--- src/sv/qkn_pkg.sv ---
`timescale 1ns / 1ps
// ----------------------------------------------------------------------------
// qkn_pkg
// Shared widths, codes and constants of the quadrature knob decoder.
// ----------------------------------------------------------------------------
package qkn_pkg;

  localparam int NumEnc = 16;
  localparam int EncW   = 4;

  // Register indexes of the configuration port
  localparam logic [2:0] CfgLeftSeq  = 3'd0;
  localparam logic [2:0] CfgRightSeq = 3'd1;
  localparam logic [2:0] CfgRevMask  = 3'd2;
  localparam logic [2:0] CfgMinVal   = 3'd3;
  localparam logic [2:0] CfgMaxVal   = 3'd4;
  localparam logic [2:0] CfgPeriod   = 3'd5;

  // Direction codes of a result beat
  localparam logic [1:0] DirNone = 2'd0;
  localparam logic [1:0] DirUp   = 2'd1;
  localparam logic [1:0] DirDown = 2'd2;

  localparam int SeqLen     = 4;
  localparam int FastGapMs  = 250;
  localparam int AccelNum   = 250000;
  localparam int AccelDen   = 1000;
  // (n / g) / d == n / (g * d), so the fast step is AccelQuot / g
  localparam int AccelQuot  = AccelNum / AccelDen;
  localparam int SpeedScale = 1000;

  // Shared divider: 10-bit dividend, 10-bit divisor
  localparam int DivW = 10;

  localparam logic [15:0] KnobReset = 16'd63;

  // Progress of one direction against its four-code sequence
  function automatic logic [2:0] seq_advance(input logic [7:0] seq,
                                             input logic [2:0] pos,
                                             input logic [1:0] code);
    logic [1:0] want;
    want = seq[{pos[1:0], 1'b0} +: 2];
    return (want == code) ? (pos + 3'd1) : 3'd0;
  endfunction

endpackage

--- src/sv/quadrature_knob_with_acceleration.sv ---
`timescale 1ns / 1ps
// ----------------------------------------------------------------------------
// quadrature_knob_with_acceleration
// Multi-encoder quadrature decoder with detent matching, acceleration,
// clamped knob values and a per-encoder speed meter.
// ----------------------------------------------------------------------------
//
//  channel   direction  fields (tdata, low bit first)
//  --------  ---------  ---------------------------------------------------
//  s_axis    in         encoder[3:0] phase_a[4] phase_b[5] time_ms[37:6]
//  m_axis    out        knob_value[15:0] stepped[16] direction[18:17]
//                       step_size[26:19] speed[42:27]
//  cfg       in         cfg_index_i (register 0..5), cfg_data_i (16 bits)
//
//  One beat at a time. A beat is taken in idle and evaluated the next cycle;
//  a detent then passes through the divider, multiply and window states if
//  the speed window closes, the divider again if the gap is short, and the
//  step and clamp states, before the done state loads the result beat into
//  the output register. The shared 10-step restoring divider runs once for
//  1000/period and once for 250/gap. Reset (async, active low) loads all
//  per-encoder state, configuration, sequencer and output valid, not beat data.
//  A stalled output holds the finished beat; the next input beat is accepted
//  meanwhile, and its result waits in the done state until the register frees.
// ----------------------------------------------------------------------------
module quadrature_knob_with_acceleration
  import qkn_pkg::*;
(
  input  logic        clk_i,
  input  logic        rst_ni,
  // input sample
  input  logic        s_axis_tvalid,
  output logic        s_axis_tready,
  input  logic [39:0] s_axis_tdata,   // encoder, phase_a, phase_b, time_ms
  // result
  output logic        m_axis_tvalid,
  input  logic        m_axis_tready,
  output logic [47:0] m_axis_tdata,   // knob_value, stepped, direction,
                                      // step_size, speed
  // configuration
  input  logic        cfg_valid_i,
  output logic        cfg_ready_o,
  input  logic [2:0]  cfg_index_i,
  input  logic [15:0] cfg_data_i
);

  // Sequencer states
  localparam logic [3:0] S_IDLE  = 4'd0;
  localparam logic [3:0] S_EVAL  = 4'd1;
  localparam logic [3:0] S_DIVP  = 4'd2;  // 1000 / period
  localparam logic [3:0] S_MUL   = 4'd3;  // count * quotient
  localparam logic [3:0] S_WIN   = 4'd4;  // saturate, store speed
  localparam logic [3:0] S_DIVG  = 4'd5;  // 250 / gap
  localparam logic [3:0] S_STEP  = 4'd6;  // knob +/- step
  localparam logic [3:0] S_CLAMP = 4'd7;  // clamp, store knob
  localparam logic [3:0] S_DONE  = 4'd8;

  localparam logic [DivW-1:0] DivLast = DivW'(DivW - 1);

  // Configuration registers
  logic [7:0]        left_seq_q, right_seq_q;
  logic [NumEnc-1:0] rev_mask_q;
  logic [15:0]       min_val_q, max_val_q;
  logic [9:0]        period_q;

  // Per-encoder state
  logic [1:0]  last_code_q  [NumEnc];
  logic [2:0]  lprog_q      [NumEnc];
  logic [2:0]  rprog_q      [NumEnc];
  logic [15:0] knob_q       [NumEnc];
  logic [15:0] dcount_q     [NumEnc];
  logic [15:0] speed_q      [NumEnc];
  logic [31:0] wstart_q     [NumEnc];
  logic [31:0] last_det_q   [NumEnc];

  logic [3:0]  state_q, state_d;

  // Latched sample
  logic [EncW-1:0] enc_q;
  logic [1:0]      code_q;
  logic [31:0]     time_q;

  // Working registers of one beat
  logic        taken_q, fast_q;
  logic [1:0]  dir_q;
  logic [7:0]  g_q, stp_q;
  logic [15:0] cnt_inc_q;
  logic [25:0] prod_q;
  logic signed [17:0] sum_q;

  // Shared divider
  logic [DivW-1:0] rem_q, quo_q, den_q;
  logic [DivW-1:0] div_cnt_q;
  logic [DivW:0]   trial;
  logic            trial_ge;
  logic            div_done;

  // Output register
  logic        m_valid_q;
  logic [47:0] m_data_q;

  // Evaluation logic
  logic [1:0]  cur_code;
  logic        changed;
  logic [2:0]  lp_n, rp_n;
  logic        l4, r4, taken_n, cw_n, up_n;
  logic [31:0] gap, elapsed;
  logic        fast_n, win_n;
  logic [7:0]  g_n;
  logic [9:0]  per_eff;
  logic [15:0] cnt_cur, cnt_inc_n;
  logic [15:0] speed_sat;
  logic [7:0]  stp_sel;
  logic signed [17:0] max_ext, min_ext, k_hi, k_lo;
  logic        out_free;

  assign cur_code  = code_q;
  assign changed   = cur_code != last_code_q[enc_q];
  assign lp_n      = seq_advance(left_seq_q,  lprog_q[enc_q], cur_code);
  assign rp_n      = seq_advance(right_seq_q, rprog_q[enc_q], cur_code);
  assign l4        = lp_n == 3'(SeqLen);
  assign r4        = rp_n == 3'(SeqLen);
  // both directions completing at once cancel each other
  assign taken_n   = changed & (l4 ^ r4);
  assign cw_n      = r4 & ~l4;
  assign up_n      = cw_n ^ rev_mask_q[enc_q];

  assign gap       = time_q - last_det_q[enc_q];
  assign fast_n    = gap < 32'(FastGapMs);
  assign g_n       = (gap == 32'd0) ? 8'd1 : gap[7:0];
  assign per_eff   = (period_q == 10'd0) ? 10'd1 : period_q;
  assign elapsed   = time_q - wstart_q[enc_q];
  assign win_n     = elapsed >= {22'd0, per_eff};
  assign cnt_cur   = dcount_q[enc_q];
  assign cnt_inc_n = (cnt_cur == 16'hFFFF) ? cnt_cur : cnt_cur + 16'd1;

  assign speed_sat = (|prod_q[25:16]) ? 16'hFFFF : prod_q[15:0];
  assign stp_sel   = fast_q ? quo_q[7:0] : 8'd1;

  assign max_ext   = $signed({2'b00, max_val_q});
  assign min_ext   = $signed({2'b00, min_val_q});
  assign k_hi      = (sum_q > max_ext) ? max_ext : sum_q;
  assign k_lo      = (k_hi < min_ext) ? min_ext : k_hi;

  // One restoring step per cycle, quotient bits shift in from the bottom
  assign trial     = {rem_q, quo_q[DivW-1]};
  assign trial_ge  = trial >= {1'b0, den_q};
  assign div_done  = div_cnt_q == DivLast;

  assign out_free  = ~m_valid_q | m_axis_tready;

  // --------------------------------------------------------------------------
  // Sequencer
  // --------------------------------------------------------------------------
  always_comb begin
    state_d = state_q;
    unique case (state_q)
      S_IDLE:  if (s_axis_tvalid) state_d = S_EVAL;
      S_EVAL: begin
        if (!taken_n)     state_d = S_DONE;
        else if (win_n)   state_d = S_DIVP;
        else if (fast_n)  state_d = S_DIVG;
        else              state_d = S_STEP;
      end
      S_DIVP:  if (div_done) state_d = S_MUL;
      S_MUL:   state_d = S_WIN;
      S_WIN:   state_d = fast_q ? S_DIVG : S_STEP;
      S_DIVG:  if (div_done) state_d = S_STEP;
      S_STEP:  state_d = S_CLAMP;
      S_CLAMP: state_d = S_DONE;
      S_DONE:  if (out_free) state_d = S_IDLE;
      default: state_d = S_IDLE;
    endcase
  end

  always_ff @(posedge clk_i or negedge rst_ni) begin
    if (!rst_ni) begin
      state_q <= S_IDLE;
    end else begin
      state_q <= state_d;
    end
  end

  // --------------------------------------------------------------------------
  // Configuration
  // --------------------------------------------------------------------------
  assign cfg_ready_o = 1'b1;

  always_ff @(posedge clk_i or negedge rst_ni) begin
    if (!rst_ni) begin
      left_seq_q  <= 8'd225;
      right_seq_q <= 8'd210;
      rev_mask_q  <= '0;
      min_val_q   <= 16'd0;
      max_val_q   <= 16'd127;
      period_q    <= 10'd100;
    end else if (cfg_valid_i) begin
      unique case (cfg_index_i)
        CfgLeftSeq:  left_seq_q  <= cfg_data_i[7:0];
        CfgRightSeq: right_seq_q <= cfg_data_i[7:0];
        CfgRevMask:  rev_mask_q  <= cfg_data_i[NumEnc-1:0];
        CfgMinVal:   min_val_q   <= cfg_data_i;
        CfgMaxVal:   max_val_q   <= cfg_data_i;
        CfgPeriod:   period_q    <= cfg_data_i[9:0];
        default: ;
      endcase
    end
  end

  // --------------------------------------------------------------------------
  // Beat datapath (no reset)
  // --------------------------------------------------------------------------
  always_ff @(posedge clk_i) begin
    case (state_q) inside
      S_IDLE: begin
        enc_q  <= s_axis_tdata[3:0];
        code_q <= {s_axis_tdata[5], s_axis_tdata[4]};
        time_q <= s_axis_tdata[37:6];
      end
      S_EVAL: begin
        taken_q   <= taken_n;
        fast_q    <= fast_n;
        g_q       <= g_n;
        cnt_inc_q <= cnt_inc_n;
        stp_q     <= 8'd1;
        dir_q     <= !taken_n ? DirNone : (up_n ? DirUp : DirDown);
        div_cnt_q <= '0;
        rem_q     <= '0;
        if (win_n) begin
          quo_q <= DivW'(SpeedScale);
          den_q <= per_eff;
        end else begin
          quo_q <= DivW'(AccelQuot);
          den_q <= {2'b00, g_n};
        end
      end
      S_DIVP, S_DIVG: begin
        rem_q     <= trial_ge ? trial[DivW-1:0] - den_q : trial[DivW-1:0];
        quo_q     <= {quo_q[DivW-2:0], trial_ge};
        div_cnt_q <= div_cnt_q + DivW'(1);
      end
      S_MUL: prod_q <= 26'(cnt_inc_q) * 26'(quo_q);
      S_WIN: begin
        div_cnt_q <= '0;
        rem_q     <= '0;
        quo_q     <= DivW'(AccelQuot);
        den_q     <= {2'b00, g_q};
      end
      S_STEP: begin
        stp_q <= stp_sel;
        if (dir_q == DirUp) begin
          sum_q <= $signed({2'b00, knob_q[enc_q]}) + $signed({10'd0, stp_sel});
        end else begin
          sum_q <= $signed({2'b00, knob_q[enc_q]}) - $signed({10'd0, stp_sel});
        end
      end
      default: ;
    endcase
  end

  // --------------------------------------------------------------------------
  // Per-encoder state
  // --------------------------------------------------------------------------
  always_ff @(posedge clk_i or negedge rst_ni) begin
    if (!rst_ni) begin
      for (int e = 0; e < NumEnc; e++) begin
        last_code_q[e] <= '0;
        lprog_q[e]     <= '0;
        rprog_q[e]     <= '0;
        knob_q[e]      <= KnobReset;
        dcount_q[e]    <= '0;
        speed_q[e]     <= '0;
        wstart_q[e]    <= '0;
        last_det_q[e]  <= '0;
      end
    end else begin
      case (state_q)
        S_EVAL: begin
          if (changed) begin
            last_code_q[enc_q] <= cur_code;
            lprog_q[enc_q]     <= (l4 | r4) ? 3'd0 : lp_n;
            rprog_q[enc_q]     <= (l4 | r4) ? 3'd0 : rp_n;
          end
          if (taken_n) begin
            last_det_q[enc_q] <= time_q;
            dcount_q[enc_q]   <= win_n ? 16'd0 : cnt_inc_n;
            if (win_n) wstart_q[enc_q] <= time_q;
          end
        end
        S_WIN:   speed_q[enc_q] <= speed_sat;
        S_CLAMP: knob_q[enc_q]  <= k_lo[15:0];
        default: ;
      endcase
    end
  end

  // --------------------------------------------------------------------------
  // Output register
  // --------------------------------------------------------------------------
  always_ff @(posedge clk_i or negedge rst_ni) begin
    if (!rst_ni) begin
      m_valid_q <= 1'b0;
    end else if (state_q == S_DONE && out_free) begin
      m_valid_q <= 1'b1;
    end else if (m_axis_tready) begin
      m_valid_q <= 1'b0;
    end
  end

  always_ff @(posedge clk_i) begin
    if (state_q == S_DONE && out_free) begin
      m_data_q <= {5'd0, speed_q[enc_q], (taken_q ? stp_q : 8'd0), dir_q,
                   taken_q, knob_q[enc_q]};
    end
  end

  assign s_axis_tready = state_q == S_IDLE;
  assign m_axis_tvalid = m_valid_q;
  assign m_axis_tdata  = m_data_q;

  // --------------------------------------------------------------------------
  // Assertions
  // --------------------------------------------------------------------------
  a_accept_eval: assert property (@(posedge clk_i) disable iff (!rst_ni)
    s_axis_tvalid && s_axis_tready |=> state_q == S_EVAL)
    else $error("accepted beat not evaluated next cycle");

  a_div_rem: assert property (@(posedge clk_i) disable iff (!rst_ni)
    (state_q == S_DIVP || state_q == S_DIVG) |-> rem_q < den_q)
    else $error("divider remainder out of range");

  a_step_fields: assert property (@(posedge clk_i) disable iff (!rst_ni)
    m_axis_tvalid && m_axis_tdata[16] |->
      m_axis_tdata[18:17] != DirNone && m_axis_tdata[26:19] != 8'd0)
    else $error("detent beat without direction or step");

  a_idle_fields: assert property (@(posedge clk_i) disable iff (!rst_ni)
    m_axis_tvalid && !m_axis_tdata[16] |->
      m_axis_tdata[18:17] == DirNone && m_axis_tdata[26:19] == 8'd0)
    else $error("non-detent beat carries a step");

endmodule

--- config.mk ---
export PLATFORM = sky130hd
export DESIGN_NAME = quadrature_knob_with_acceleration
export DESIGN_NICKNAME = d
export VERILOG_FILES = /design/src/sv/qkn_pkg.sv /design/src/sv/quadrature_knob_with_acceleration.sv
export SDC_FILE = /design/constraint.sdc
export NUM_CORES = 2
export LEC_CHECK = 0
export BUFFER_PORTS_ARGS = -buffer_cell sky130_fd_sc_hd__buf_2
export CAP_MARGIN = 40
export CORE_ASPECT_RATIO = 0.9
export CORE_MARGIN = 1
export CORE_UTILIZATION = 40
export DETAILED_ROUTE_END_ITERATION = 16
export HOLD_SLACK_MARGIN = 0.05
export PLACE_DENSITY = 0.58
export SLEW_MARGIN = 15
export SYNTH_ARGS = -nofsm -noshare
export SYNTH_HDL_FRONTEND = slang
export SYNTH_SLANG_ARGS = --single-unit
--- constraint.sdc ---
create_clock -name clk_i -period 25.2 [get_ports clk_i]
set_clock_uncertainty 0.05 [all_clocks]
set_input_delay 1.26 -clock clk_i [delete_from_list [all_inputs] [get_ports clk_i]]
set_output_delay 1.26 -clock clk_i [all_outputs]
set_load 0.02 [all_outputs]
==> results <==
- The relative max-transition margin is between 30 and 40%.
- The flow ran to the end, and the final reports show no timing, DRC or antenna violations.
- The relative contribution of the clock network to total power is between 20% and 30%.
- The clock transition at the register clock pins on the worst setup and hold paths after CTS is 0.06 ns.
- For the pin with the worst max-slew slack, the measured transition is around 1.0 ns.
- The wire length of the first global-routing pass is 431 mm.
- From synthesis to final layout, the design area changed by 11.4%.
- The slowest stage of the critical path belongs to the cell or4_2.
- Summing the sequential cell areas from Yosys gives between 50% and 60% of the chip area.
- The top cell types in the final layout, fill and taps aside, are dfrtp_1 (1,885), nand2_1 (947), mux2_2 (748), o21ai_0 (732), mux4_2 (607).
- Leaving out fill and tap cells, the most frequent cell in the layout is dfrtp_1.
- The most prevalent standard cell on the critical path is buf_4.
- The setup TNS after final layout is 0 ns.
- At the later pin of the worst-skew pair, clock insertion delay measures 0.90 ns.
- The first detailed-routing pass took 7 iterations.
- After routing the design area is ~120,000 um2.
- Buffers inserted to repair hold after CTS numbered 0.
- The final hold violation count is 0.
- The initial antenna violation count is 3.
- Dividing the final minimum period by the clock period gives just under 40%.
- The post-detailed-route DRC marker count is 0.
- The wire-length estimate of the detail-placed layout is approximately 170 mm.
- Net switching is 36.1% of the power.
- Of all flip-flops after synthesis, the portion carrying an async set or reset was roughly nine tenths.
- The core box area is about 270,000 um2.
- Setup repair after global routing left no endpoint under its margin.
- For the worst setup path, the data arrival time is 10.61 ns.
- Global routing consumed, over all layers together, between 20 and 25% of the routing resources.
- The congestion estimate from routability-driven global placement came to 0.887.
- Wires add up to between 200 and 300 mm.
- The count of nets left with antenna violations after detail routing is 0.
- The tightest min-delay check is of the in2async type.
- The floorplan step set the die width to ~550 um.
- In this run, synthesis inferred around 200 flip-flops with an integrated enable.
- The cell area after synthesis is roughly 110,000 um2.
- The total number of clock tree sinks is between 2,000 and 2,500.
- The core occupancy in the finished layout is 44.8%.
- The primary flip-flop cell chosen by synthesis mapping is dfrtp_1.
- Summed over all nets, the switching power comes to around 0.0044 W.
- The maximum fanout encountered on the critical timing path is 81.
- The average routed wire per standard cell is about 23 um.
- The sort of element at the start of the critical path is a flop.
- The number of resized instances in the post-cts repair step is 0.
- Combinational cells account for about two fifths of the total power.
- Fill cells in the final layout number between 20,000 and 25,000.
- The count of state elements after synthesis is ~2,200.
- For this run, the slowest stage of the critical path takes approximately 0.73 ns.
- The internal power of the cells totals 0.00788 W.
- The aggregate global routing overflow is 0.
- CTS placed an instance of clkbuf_16 at the clock tree root.
- Setup violations remaining at the end of the flow were counted as 0.
- The final layout contains 8,560 nets.
- The initial utilization of the core area, before any placement, comes to roughly two fifths.
- The longest clock path from root to sink contains 4 buffers.
- Across the run, the number of max-cap violations was 0.
- Counting every instance in the synthesized netlist gives roughly 8,300.
- The required time of the critical path is around 26 ns.
- The post-synthesis average cell area is roughly 13 um2.
- The die boundary height is approximately 490 um.
- The final critical-path required period is 9.90 ns.
- The placed instances occupy a cell area of about 110,000 um2.
- In this run the power density over the cells is a little over 100 nW/um2.
- The leakage dissipation is roughly 55 nW.
- In this run, distinct cell masters in the synthesized netlist total 85.
- The number of top-level pins is around 120.
- TritonCTS built the clock tree.
- The total count of max-transition violations in the final report came to 0.
- The Yosys step of the flow raised 0 warnings.
- In the final layout, the share of cells above drive strength 1 is a little over a quarter.
- The post-CTS setup buffer count is 0.
- The area enclosed by the die boundary is 271,000 um2.
- The number of global-route vias before repair came to ~69,000.
- The worst-case vdd ir drop is approximately 0.22 mV.
- The count of input and output buffers is 106.
- The number of buffers created by CTS is between 200 and 250.
- The pin count of the biggest net entering global routing is 182.
- The power share of the sequential group is between 30% and 40%.
- The detailed router finished its first iteration with 4,869 violations.
- The number of vias after detailed routing is about 66,000.
- The total number of placement rows is 180.
- Based on the critical path, the design can be clocked at up to slightly above 100 MHz.
- The number of H-tree levels is 4.
- The nature of the critical path endpoint is a flop.
- The worst setup path is of the reg2reg kind.
- Overall power consumption after layout is estimated at between 0.01 and 0.015 W.
- Dividing the detail-routed via count by the number of cells gives about 5.6.
[Yosys cell counts, drive strengths merged, types with 16 or more instances]
master  count  area (um2)
o21bai     17         128
a21oi     194         971
mux2i      34         340
clkbuf    471        1770
nor2      232         871
a21o       44         330
nand2     964        3620
and3       30         188
nor4       16         100
buf       202        1100
or2        17         106
nor2b      17         106
nand4      31         194
mux2     1228       13800
dfstp     114        3000
o21ai     784        3920
ha        197        2460
o211ai     17         128
mux4      607       13700
xor2       44         385
and2       88         551
edfxtp    201        6040
o21a       22         165
or3        20         125
nand2b     39         244
fa        115        2300
inv       287        1080
a211oi     21         163
nand3      79         395
dfrtp    1885       47200
nor3       52         300
xnor2      57         499
[registers in the layout (all words and copies together) (netlist names), 18 cells and up]
register,flops
m_axis_tdata,43
last_code_q,32
time_q,32
prod_q,26
wstart_q,512
speed_q,256
lprog_q,48
rprog_q,48
dcount_q,256
sum_q,18
last_det_q,512
knob_q,256
[metal layers]
metal  vias to the layer above  GRT usage [%]  wire (um)  share of wire (%)
li1                      29479              -          -                  -
met1                     35066           29.6     127000                 46
met2                      1555           33.6     131000                 47
met3                       369           2.91      14000                5.0
met4                         2           4.74       5820                2.1
met5                         -              0         13             0.0047
[power by group through the flow]
stage,Sequential [W],Combinational (W),Clock (W)
after floorplan,0.00410,0.00376,0
after global placement,0.00412,0.00492,0
after detailed placement,0.00413,0.00500,0
after CTS,0.00407,0.00503,0.00335
after global routing,0.00408,0.00559,0.00349
final,0.00407,0.00499,0.00327
[cells by family after synthesis]
logic type	synth area share, %
compound gates	6.25
buf+inv	3.67
simple gates	6.68
other cells	0.00698
mux	25.9
xor+xnor	0.823
flops	52.3
fa+ha+maj	4.43
[final cells by class]
type | count | area, um2 | area share (%)
clock inverter | 67 | 523 | 0.437
clock buffer | 331 | 6670 | 5.57
tap | 3549 | 4440 | 3.71
inverter | 287 | 1080 | 0.899
multi-input combinational | 5126 | 47800 | 39.9
timing repair buffer | 343 | 3070 | 2.56
antenna | 2 | 5.00 | 0.00418
sequential | 2200 | 56200 | 46.9
[final timing paths]
check	start	endpoint	slack [ns]	cells past startpoint
max	enc_q[1]	wstart_q[287]	15.30	27
min	rst_ni	knob_q[253]	0.30	1
max reg2reg	enc_q[1]	wstart_q[287]	15.30	27
min reg2reg	dcount_q[124]	dcount_q[124]	0.43	2
max in group asynchronous	rst_ni	wstart_q[437]	20.21	10
min in group clk_i	dcount_q[124]	dcount_q[124]	0.43	2
[critical path, delay by kind of cell, from the launching register on]
kind	cells	cell delay, ns
DFF	1	0.38
AOI/OAI and AO/OA	8	2.13
xor gates and xnor gates	1	0.32
and+or+nand+nor	5	1.51
buffers and inverters	7	3.01
adders and majority gates	3	0.81
muxes	3	1.35
[per-stage QoR]
step	worst slack, ns	hold slack [ns]	instances
floorplan	16.32	0.368	8286
global placement	15.16	0.406	11440
detailed placement	15.20	0.416	11492
CTS	15.13	0.347	11890
global route	14.75	0.374	11904
finish	15.30	0.298	11905
Power figures use the tool's default switching activity.
